<file path="src/sv/tsfm_pkg.sv">
`timescale 1ns / 1ps
package tsfm_pkg;

  localparam int SAMPLE_BITS = 12;
  localparam int COORD_BITS  = 10;
  localparam int FRAC_BITS   = 24;
  localparam int COEF_W      = 32;
  localparam int ADDR_W      = 5;
  localparam int CNT_W       = $clog2(SAMPLE_BITS);
  // coefficient times zero-extended sample
  localparam int PROD_W      = COEF_W + SAMPLE_BITS + 1;
  localparam int ACC_W       = PROD_W + 1;

  localparam logic signed [PROD_W-1:0] PRESS_LIMIT = PROD_W'(4 << SAMPLE_BITS);

  localparam logic [2:0] REG_COEF_XX = 3'd0;
  localparam logic [2:0] REG_COEF_XY = 3'd1;
  localparam logic [2:0] REG_COEF_XO = 3'd2;
  localparam logic [2:0] REG_COEF_YX = 3'd3;
  localparam logic [2:0] REG_COEF_YY = 3'd4;
  localparam logic [2:0] REG_COEF_YO = 3'd5;

  typedef struct packed {
    logic                   pen_down;
    logic [SAMPLE_BITS-1:0] pressure_one;
    logic [SAMPLE_BITS-1:0] pressure_two;
    logic [SAMPLE_BITS-1:0] raw_x_first;
    logic [SAMPLE_BITS-1:0] raw_x_second;
    logic [SAMPLE_BITS-1:0] raw_x_third;
    logic [SAMPLE_BITS-1:0] raw_y_first;
    logic [SAMPLE_BITS-1:0] raw_y_second;
    logic [SAMPLE_BITS-1:0] raw_y_third;
  } in_word_t;

  typedef struct packed {
    logic [COORD_BITS-1:0] screen_x;
    logic [COORD_BITS-1:0] screen_y;
    logic                  is_press;
  } out_word_t;

  function automatic logic [SAMPLE_BITS-1:0] med3(input logic [SAMPLE_BITS-1:0] a,
                                                   input logic [SAMPLE_BITS-1:0] b,
                                                   input logic [SAMPLE_BITS-1:0] c);
    logic [SAMPLE_BITS-1:0] lo;
    logic [SAMPLE_BITS-1:0] hi;
    lo = (a < b) ? a : b;
    hi = (a < b) ? b : a;
    if (c <= lo) begin
      return lo;
    end else if (c >= hi) begin
      return hi;
    end
    return c;
  endfunction

endpackage

</file>
<file path="src/sv/tsfm_div.sv">
`timescale 1ns / 1ps
module tsfm_div (
  input  logic                             clk,
  input  logic                             rst_n,
  input  logic                             start,
  input  logic [tsfm_pkg::SAMPLE_BITS-1:0] dividend,
  input  logic [tsfm_pkg::SAMPLE_BITS-1:0] divisor,
  output logic                             done,
  output logic [tsfm_pkg::SAMPLE_BITS-1:0] quotient
);
  import tsfm_pkg::*;

  logic                   busy_r;
  logic                   done_r;
  logic [CNT_W-1:0]       cnt_r;
  logic [SAMPLE_BITS-1:0] rem_r;
  logic [SAMPLE_BITS-1:0] quo_r;
  logic [SAMPLE_BITS:0]   rem_sh;
  logic [SAMPLE_BITS:0]   diff;

  // restoring division, one quotient bit per cycle
  always_comb begin
    rem_sh = {rem_r, quo_r[SAMPLE_BITS-1]};
    diff   = rem_sh - {1'b0, divisor};
  end

  always_ff @(posedge clk) begin
    if (!rst_n) begin
      busy_r <= 1'b0;
      done_r <= 1'b0;
      cnt_r  <= '0;
    end else if (start) begin
      busy_r <= 1'b1;
      done_r <= 1'b0;
      cnt_r  <= '0;
    end else if (busy_r) begin
      cnt_r <= cnt_r + CNT_W'(1);
      if (cnt_r == CNT_W'(SAMPLE_BITS - 1)) begin
        busy_r <= 1'b0;
        done_r <= 1'b1;
      end else begin
        done_r <= 1'b0;
      end
    end else begin
      done_r <= 1'b0;
    end
  end

  always_ff @(posedge clk) begin
    if (start) begin
      rem_r <= '0;
      quo_r <= dividend;
    end else if (busy_r) begin
      rem_r <= diff[SAMPLE_BITS] ? rem_sh[SAMPLE_BITS-1:0] : diff[SAMPLE_BITS-1:0];
      quo_r <= {quo_r[SAMPLE_BITS-2:0], ~diff[SAMPLE_BITS]};
    end
  end

  assign done     = done_r;
  assign quotient = quo_r;

endmodule

</file>
<file path="src/sv/touch_sample_filter_and_map.sv">
`timescale 1ns / 1ps
// resistive touch sample filter and screen mapper
// input channel (in_valid/in_ready/in_data) takes one sample set per word:
// pen-down bit, pressures z1/z2 and three raw X and Y readings
// output channel (out_valid/out_ready/out_data) gives at most one word per
// sample: a press with the mapped position, or a release with the last one
// apb port writes six signed q8.24 coefficients at byte addresses 0..20
// pen down: median of each triple, z2/z1 on a bit-serial divider,
// then a pressure test and four coefficient products on one shared 32x13
// multiplier; a press word goes to the output register, and then the block
// is ready to take the next sample set
// pressure test fails: no word, and the block goes back to idle
// release: the held position goes through the emit step to the output register
// zero z1 or pen-up with no press pending: ready again the next cycle
// the result sits in an output register; a stalled receiver holds the block
// in its emit step until the register frees up
// reset clears the coefficients, the touch state and the output valid
module touch_sample_filter_and_map (
  input  logic                          clk,
  input  logic                          rst_n,
  input  logic                          in_valid,
  output logic                          in_ready,
  input  tsfm_pkg::in_word_t            in_data,
  output logic                          out_valid,
  input  logic                          out_ready,
  output tsfm_pkg::out_word_t           out_data,
  input  logic                          psel,
  input  logic                          penable,
  input  logic                          pwrite,
  input  logic [tsfm_pkg::ADDR_W-1:0]   paddr,
  input  logic [31:0]                   pwdata,
  output logic [31:0]                   prdata,
  output logic                          pready
);
  import tsfm_pkg::*;

  localparam int A5_W = SAMPLE_BITS + 5;

  typedef enum logic [5:0] {
    ST_IDLE = 6'b000001,
    ST_DIV  = 6'b000010,
    ST_TMUL = 6'b000100,
    ST_TCMP = 6'b001000,
    ST_MAP  = 6'b010000,
    ST_EMIT = 6'b100000
  } state_t;

  state_t                     state_r;
  logic [CNT_W-1:0]           cnt_r;
  logic [SAMPLE_BITS-1:0]     z1_r;
  logic [SAMPLE_BITS-1:0]     x_r;
  logic [SAMPLE_BITS-1:0]     y_r;
  logic signed [PROD_W-1:0]   p_r;
  logic signed [ACC_W-1:0]    acc_r;
  logic [COORD_BITS-1:0]      sx_r;
  logic [COORD_BITS-1:0]      sy_r;
  logic                       press_r;
  logic                       touch_active_r;
  logic                       out_valid_r;
  out_word_t                  out_data_r;
  logic signed [COEF_W-1:0]   coef_xx_r;
  logic signed [COEF_W-1:0]   coef_xy_r;
  logic signed [COEF_W-1:0]   coef_xo_r;
  logic signed [COEF_W-1:0]   coef_yx_r;
  logic signed [COEF_W-1:0]   coef_yy_r;
  logic signed [COEF_W-1:0]   coef_yo_r;

  logic                       in_fire;
  logic                       div_start;
  logic                       div_done;
  logic [SAMPLE_BITS-1:0]     quot;
  logic signed [SAMPLE_BITS+1:0] qm1;
  logic signed [A5_W-1:0]     a5;
  logic signed [COEF_W-1:0]   mul_a;
  logic [SAMPLE_BITS-1:0]     mul_b;
  logic signed [PROD_W-1:0]   prod;
  logic                       slot_free;

  function automatic logic [COORD_BITS-1:0] sat_coord(input logic signed [ACC_W-1:0] a);
    if (a[ACC_W-1]) begin
      return '0;
    end else if (|a[ACC_W-2:FRAC_BITS+COORD_BITS]) begin
      return '1;
    end
    return a[FRAC_BITS+COORD_BITS-1:FRAC_BITS];
  endfunction

  assign in_ready  = (state_r == ST_IDLE);
  assign in_fire   = in_valid && in_ready;
  assign div_start = in_fire && in_data.pen_down && (in_data.pressure_one != '0);
  assign slot_free = !out_valid_r || out_ready;

  tsfm_div u_div (
    .clk      (clk),
    .rst_n    (rst_n),
    .start    (div_start),
    .dividend (in_data.pressure_two),
    .divisor  (z1_r),
    .done     (div_done),
    .quotient (quot)
  );

  // shared multiplier operand select
  always_comb begin
    qm1   = $signed({2'b00, quot}) - (SAMPLE_BITS + 2)'(1);
    a5    = (A5_W'(qm1) <<< 2) + A5_W'(qm1);
    mul_a = coef_xx_r;
    mul_b = x_r;
    if (state_r == ST_TMUL) begin
      mul_a = COEF_W'(a5);
      mul_b = x_r;
    end else begin
      case (cnt_r)
        CNT_W'(1): begin
          mul_a = coef_xy_r;
          mul_b = y_r;
        end
        CNT_W'(2): begin
          mul_a = coef_yx_r;
          mul_b = x_r;
        end
        CNT_W'(3): begin
          mul_a = coef_yy_r;
          mul_b = y_r;
        end
        default: begin
          mul_a = coef_xx_r;
          mul_b = x_r;
        end
      endcase
    end
    prod = mul_a * $signed({1'b0, mul_b});
  end

  always_ff @(posedge clk) begin
    p_r <= prod;
    if (in_fire) begin
      z1_r <= in_data.pressure_one;
      x_r  <= med3(in_data.raw_x_first, in_data.raw_x_second, in_data.raw_x_third);
      y_r  <= med3(in_data.raw_y_first, in_data.raw_y_second, in_data.raw_y_third);
    end
    if (state_r == ST_MAP) begin
      case (cnt_r)
        CNT_W'(0): acc_r <= ACC_W'(coef_xo_r);
        CNT_W'(3): acc_r <= ACC_W'(coef_yo_r) + ACC_W'(p_r);
        default:   acc_r <= acc_r + ACC_W'(p_r);
      endcase
    end
    if (state_r == ST_EMIT && slot_free) begin
      out_data_r.screen_x <= sx_r;
      out_data_r.screen_y <= sy_r;
      out_data_r.is_press <= press_r;
    end
  end

  always_ff @(posedge clk) begin
    if (!rst_n) begin
      state_r        <= ST_IDLE;
      cnt_r          <= '0;
      sx_r           <= '0;
      sy_r           <= '0;
      press_r        <= 1'b0;
      touch_active_r <= 1'b0;
      out_valid_r    <= 1'b0;
    end else begin
      if (state_r == ST_EMIT && slot_free) begin
        out_valid_r <= 1'b1;
      end else if (out_ready) begin
        out_valid_r <= 1'b0;
      end
      case (state_r)
        ST_IDLE: begin
          if (in_fire) begin
            if (!in_data.pen_down) begin
              if (touch_active_r) begin
                // release carries the held position
                touch_active_r <= 1'b0;
                press_r        <= 1'b0;
                state_r        <= ST_EMIT;
              end
            end else if (div_start) begin
              state_r <= ST_DIV;
            end
          end
        end
        ST_DIV: begin
          if (div_done) begin
            state_r <= ST_TMUL;
          end
        end
        ST_TMUL: begin
          state_r <= ST_TCMP;
        end
        ST_TCMP: begin
          // 5 * x * (q - 1) against the pressure limit
          if (p_r > PRESS_LIMIT) begin
            state_r <= ST_IDLE;
          end else begin
            cnt_r   <= '0;
            state_r <= ST_MAP;
          end
        end
        ST_MAP: begin
          cnt_r <= cnt_r + CNT_W'(1);
          if (cnt_r == CNT_W'(3)) begin
            sx_r <= sat_coord(acc_r);
          end
          if (cnt_r == CNT_W'(5)) begin
            sy_r    <= sat_coord(acc_r);
            press_r <= 1'b1;
            state_r <= ST_EMIT;
          end
        end
        ST_EMIT: begin
          if (slot_free) begin
            touch_active_r <= press_r;
            state_r        <= ST_IDLE;
          end
        end
        default: begin
          state_r <= ST_IDLE;
        end
      endcase
    end
  end

  // coefficient registers
  always_ff @(posedge clk) begin
    if (!rst_n) begin
      coef_xx_r <= '0;
      coef_xy_r <= '0;
      coef_xo_r <= '0;
      coef_yx_r <= '0;
      coef_yy_r <= '0;
      coef_yo_r <= '0;
    end else if (psel && penable && pwrite) begin
      case (paddr[4:2])
        REG_COEF_XX: coef_xx_r <= pwdata;
        REG_COEF_XY: coef_xy_r <= pwdata;
        REG_COEF_XO: coef_xo_r <= pwdata;
        REG_COEF_YX: coef_yx_r <= pwdata;
        REG_COEF_YY: coef_yy_r <= pwdata;
        REG_COEF_YO: coef_yo_r <= pwdata;
        default: ;
      endcase
    end
  end

  always_comb begin
    case (paddr[4:2])
      REG_COEF_XX: prdata = coef_xx_r;
      REG_COEF_XY: prdata = coef_xy_r;
      REG_COEF_XO: prdata = coef_xo_r;
      REG_COEF_YX: prdata = coef_yx_r;
      REG_COEF_YY: prdata = coef_yy_r;
      REG_COEF_YO: prdata = coef_yo_r;
      default:     prdata = '0;
    endcase
  end

  assign pready    = 1'b1;
  assign out_valid = out_valid_r;
  assign out_data  = out_data_r;

endmodule

</file>
<file path="config.mk">
export PLATFORM = sky130hd
export DESIGN_NAME = touch_sample_filter_and_map
export DESIGN_NICKNAME = d
export VERILOG_FILES = /design/src/sv/tsfm_pkg.sv /design/src/sv/tsfm_div.sv /design/src/sv/touch_sample_filter_and_map.sv
export SDC_FILE = /design/constraint.sdc
export NUM_CORES = 2
export LEC_CHECK = 0
export BUFFER_PORTS_ARGS = -buffer_cell sky130_fd_sc_hd__buf_2
export CAP_MARGIN = 20
export CORE_AREA = 3 3 241 243
export CTS_CLUSTER_SIZE = 30
export DETAILED_ROUTE_END_ITERATION = 10
export DIE_AREA = 0 0 244 246
export PLACE_DENSITY = 0.84
export SLEW_MARGIN = 20
export SYNTH_ARGS = -nofsm -noshare
export SYNTH_HDL_FRONTEND = slang
export SYNTH_SLANG_ARGS = --single-unit
</file>
<file path="constraint.sdc">
create_clock -name clk -period 25.5 [get_ports clk]
set_input_delay 2.55 -clock clk [delete_from_list [all_inputs] [get_ports clk]]
set_output_delay 2.55 -clock clk [all_outputs]
set_load 0.01 [all_outputs]
</file>
## After elaboration in Yosys (flattened, before gate mapping)

Index checks and enable logic that the tools add are counted.

- $add $sub $neg: 7
- Multiply operators: 1
- Magnitude comparators: 7
- Eq/ne operators: 25
- Multiplexer cells: 63
- Bitwise logic cells: 3
- Reduce and logical (&&, ||, !) cells: 32

Operator list:

| operator | count |
|---|---|
| case mux 32 bit (6 select lines) | 1 |
| two-way mux 12 bit | 15 |
| case mux 32 bit (3 select lines) | 1 |
| case mux 46 bit (2 select lines) | 1 |
| adder 32 x 45 -> 46 bit | 1 |
| adder 46 x 45 -> 46 bit | 1 |
| > comparator 45 x 16 -> 1 bit (second input constant) | 1 |
| multiplier 32 x 13 -> 45 bit | 1 |
| two-way mux 6 bit | 7 |
| two-way mux 10 bit | 4 |
| case mux 6 bit (6 select lines) | 1 |
| two-way mux 32 bit | 1 |
| two-way mux 1 bit | 27 |
| greater-or-equal comparator 12 bit | 2 |
| <= comparator 12 bit | 2 |
| less-than comparator 12 bit | 2 |
| AND reduction 2 bit | 9 |
| adder 15 x 13 -> 16 bit | 1 |
| subtractor 12 x 1 -> 13 bit (second input constant) | 1 |
| subtractor 13 x 12 -> 13 bit | 1 |
| nonzero test 12 bit | 1 |
| OR reduction 11 bit | 1 |
| nonzero test 2 bit | 5 |
| adder 4 x 1 -> 4 bit (second input constant) | 2 |
| 32 further kinds | 49 |

- Register bits: 403
- Bits of input ports: 141

## Longest topological paths before layout

- Word-level depth: 8
- Mapped depth: 35
- Gate-level depth less buffers: 35

## Cells and area by module

A second synthesis with hierarchy kept.

- Cell total of the unflattened synthesis: 4337
- Area, all modules: 36766.5 um^2

By module, submodules not included:

| module | instances | cells an instance | area each (um^2) |
|---|---|---|---|
| touch_sample_filter_and_map | 1 | 4106 | 34715.8 |
| tsfm_div | 1 | 231 | 2050.7 |

## Least setup slack after synthesis

Ideal clock, no wire load.

- Path kind: reg-to-reg
- Start: register u_div.quo_r[5] (netlist: u_div.quotient[5])
- End: register p_r[42]
- Arrival time: 7.894 ns
- Required time: 25.377 ns
- Slack: 17.483 ns
- Stages on the path, launching flop included: 29
- Buffers on the path: 2
- Clock period less this slack: 8.017 ns
- Cells stage by stage: edfxtp_1 nor4_4 nand3b_1 or3b_2 xnor2_1 ha_1 buf_1 o31ai_1 a21oi_1 a211oi_1 mux2_2 o21ai_1 nand2_1 fa_1 inv_1 fa_1 fa_1 fa_1 fa_1 ha_1 clkbuf_1 nand3_1 o21a_1 a211oi_2 a41oi_1 or4_1 a21oi_1 a211oi_1 xnor2_1

- Longest elaborated chain between the ends: 4

Ends and longest elaborated chain:

| what | RTL line | RTL |
|---|---|---|
| from (decl) | tsfm_div.sv:17 | `logic [SAMPLE_BITS-1:0] quo_r;` |
| from (signal assigned) | tsfm_div.sv:52 | `quo_r <= dividend;` |
| from (signal assigned) | tsfm_div.sv:55 | `quo_r <= {quo_r[SAMPLE_BITS-2:0], ~diff[SAMPLE_BITS]};` |
| subtractor 12 x 1 -> 13 bit | touch_sample_filter_and_map.sv:105 | `qm1 = $signed({2'b00, quot}) - (SAMPLE_BITS + 2)'(1);` |
| adder 15 x 13 -> 16 bit | touch_sample_filter_and_map.sv:106 | `a5 = (A5_W'(qm1) <<< 2) + A5_W'(qm1);` |
| two-way mux 32 bit | touch_sample_filter_and_map.sv:109 | `if (state_r == ST_TMUL) begin` |
| multiplier 32 x 13 -> 45 bit | touch_sample_filter_and_map.sv:132 | `prod = mul_a * $signed({1'b0, mul_b});` |
| via prod[42] | touch_sample_filter_and_map.sv:76 | `logic signed [PROD_W-1:0] prod;` |
| to (signal assigned) | touch_sample_filter_and_map.sv:136 | `p_r <= prod;` |
| to (decl) | touch_sample_filter_and_map.sv:53 | `logic signed [PROD_W-1:0] p_r;` |

The timed path passes the listed nets, and every way through them passes these cells.
A chain may end at the register's enable or synchronous reset.

## Final worst setup path

- Start: register u_div.quo_r[0] (netlist: u_div.quotient[0])
- End: register p_r[44]

Same word-level chain as after synthesis.

==> metrics.txt <==
status complete, no violations; #FFs+latches synth 403; Area Growth Syn to Fin 7.93%; Mapped Nets 5007; CP startpoint kind flip-flop; Clock Skews 0.0312 ns; initial antenna violation count 6; Clock Latency Late Sink 0.60 ns; CTS tree yes; CTS Buf Count 42; Setup Fix Bufs, Post-CTS 0; routability cong. 0.959; Leak 17.2 nW; Final Hold Viols 0; CTS root buffer clkbuf_16; # setup viols final 0; Max-Cap Viols 0; CP max-delay cell fa_1; # rows 87; Worst-Margin Slew 1.19 ns; area leader, netlist fa_1; sequential area share after synthesis 25.3%; CP Max Fanout 8; Tmin final 9.38 ns; Via density 6.22; R2R cell count 30; FILL cells 4323; effective utilization at floorplan 65.0%; Synth cell types 84; area occupied by multi-input gates 24800 µm²; worst endpoint data arrival time 9.80 ns; post-route setup TNS 0 ns; # IOs 197; cell area after synthesis 36500 µm²; FF+latch area 9220 µm²; core area 56200 µm²; Design Area, Final 39400 µm²; overall power 1.82 mW; first-pass GRT wire length 169000 µm; die area 60000 µm²; crit-path max cell delay 0.55 ns; # DRC 0; drt total wl 107000 µm; Hold Path Class flip-flop to flip-flop; hold_buf cts 0; DRT Pass-1 Iters 9; Port Buffers 193; H-Tree Depth 2; Worst Path Required 25.92 ns; Worst Setup SP u_div.quotient[0]; worst rel slew slack 19.7%; DRT iter0 DRCs 3659; largest net degree at the start of global routing 109; maximum clock insertion buffer count 3; Placed Area 38000 µm²; Final ANT Viol Nets 0; Slew Viols, Final 0; FMAX 107 MHz; Yosys top cell area share 18.7%; R2R setup slack 16.12 ns; HPWL Detailed 78900 µm; Cell Pwr Density 46.3 nW/µm²; number of synthesis warnings 0; Chip Height 246 µm; detailed-route wire length per cell 20.9 µm; vias 32000; Post-synth top flop dfxtp_1; Crit Path Class flip-flop to flip-flop; ranking of synthesized cells by area fa_1 (19%), dfxtp_1 (16%), edfxtp_1 (9.5%); Syn Inst Count 4282; CP endpoint p_r[44]; most common cell type on the critical path fa_1; fraction of layout cells with a size suffix above 1 9.60%; overall global routing resource usage 35.6%; Fin Hold WS 0.428 ns; Net count, final 5069; EDFF count, synth 115; reg2reg end p_r[44]; Die W 244 µm; mean post-synth cell area 8.52 µm²; RSZ-0062 raised after global routing no; Clk pin slew, worst setup/hold paths 0.06 ns; crit end category flip-flop; Layout Utilization 70.1%; grt ovf 0; peak supply drop 0.0000454 V; Post-synth ARST share 0%; r2r startpoint u_div.quotient[0]; fin crit share 36.8%; CTS-repair resized insts 0; vias in the first global route 31700; clock sinks 403
## routing by layer
metal	share of wire (%)	up-vias	GRT usage [%]	wire length (µm)
met4	5.5	6	18.0	5850
li1	-	14400	-	-
met5	0.027	-	0	29
met2	46	1805	57.9	49100
met3	11	419	7.22	11300
met1	38	15300	45.3	41000
## flip-flops by register name (all words and copies together), names as in the netlist, 4 cells and up
| signal | flops |
|---|---|
| acc_r | 46 |
| p_r | 45 |
| coef_xo_r | 32 |
| coef_xx_r | 32 |
| coef_xy_r | 32 |
| coef_yo_r | 32 |
| coef_yx_r | 32 |
| coef_yy_r | 32 |
| out_data | 21 |
| u_div.quotient | 12 |
| u_div.rem_r | 12 |
| x_r | 12 |
| y_r | 12 |
| z1_r | 12 |
| sx_r | 10 |
| sy_r | 10 |
| state_r | 6 |
| cnt_r | 4 |
| u_div.cnt_r | 4 |
## final cells by class
class / count / share of cell area [%]
clock buffer: 53 / 2.87
timing repair buffer: 236 / 3.33
clock inverter: 23 / 0.524
multi-input combinational: 3196 / 63.0
tap: 756 / 2.40
antenna: 7 / 0.0445
inverter: 465 / 4.43
sequential: 403 / 23.4
## cell usage in the layout (no fill, tap or decap), types with 69 or more instances in the layout
master	netlist	layout
a21boi_0	210	210
a21o_1	73	73
a21oi_1	192	192
a22oi_1	114	114
buf_2	10	192
dfxtp_1	288	288
edfxtp_1	115	115
fa_1	341	341
ha_1	243	243
inv_1	464	464
nand2_1	866	861
nand3_1	69	69
nor2_1	292	292
o21ai_0	119	117
xnor2_1	83	83
## Yosys cell counts (22+ instances only)
cell type  instances
a22oi_1          114
o21ai_0          119
nand2b_1          33
nor3_1            30
mux2i_1           59
a21oi_1          192
clkbuf_1         194
mux2_2            50
nor2b_1           30
ha_1             243
nand4_1           22
o21a_1            30
edfxtp_1         115
a21boi_0         210
nand3_1           69
fa_1             341
nor2_1           292
dfxtp_1          288
xnor2_1           83
a21o_1            73
xor2_1            32
nand2_1          866
inv_1            464
nor4_1            23
## worst max-delay path: cells and delay by family, from the launching register on
kind,cells,cell delay [ns]
buffers and inverters,2,0.20
AOI/OAI and AO/OA,13,3.73
adders and majority gates,7,3.16
muxes,2,0.59
DFF,1,0.42
and+or+nand+nor,5,0.79
xor gates and xnor gates,1,0.30
## kinds of logic after synthesis
group | after synthesis | share of synthesized area (%)
adders and majority gates | 584 | 27.0
xor gates and xnor gates | 115 | 2.76
buffers and inverters | 683 | 7.10
AOI/OAI and AO/OA | 919 | 17.3
muxes | 118 | 3.53
DFF | 403 | 25.3
other | 1 | 0.0103
and+or+nand+nor | 1459 | 17.0
## metrics by stage
stage / std cells / worst slack [ns]
CTS: 5130 / 16.34
global route: 5134 / 15.66
global placement: 5054 / 16.52
finish: 5139 / 16.12
detailed placement: 5054 / 16.39
floorplan: 4282 / 17.48
## worst min path at each step
stage,start,to,slack (ns),cells past startpoint
after global placement,sx_r[0],out_data[11],0.41,0
after CTS,sx_r[9],out_data[20],0.43,0
after global routing,sx_r[7],out_data[18],0.43,0
final,sx_r[9],out_data[20],0.43,0
after floorplan,sy_r[9],out_data[10],0.41,0
after detailed placement,sx_r[7],out_data[18],0.42,0
## power breakdown
group	internal, mW	leakage [nW]	switching, mW	total [mW]
sequential	0.695	3.39	0.0313	0.726
clock	0.331	0.656	0.277	0.608
combinational	0.199	13.2	0.290	0.490
Note: power is estimated with default switching activity, not from simulation.
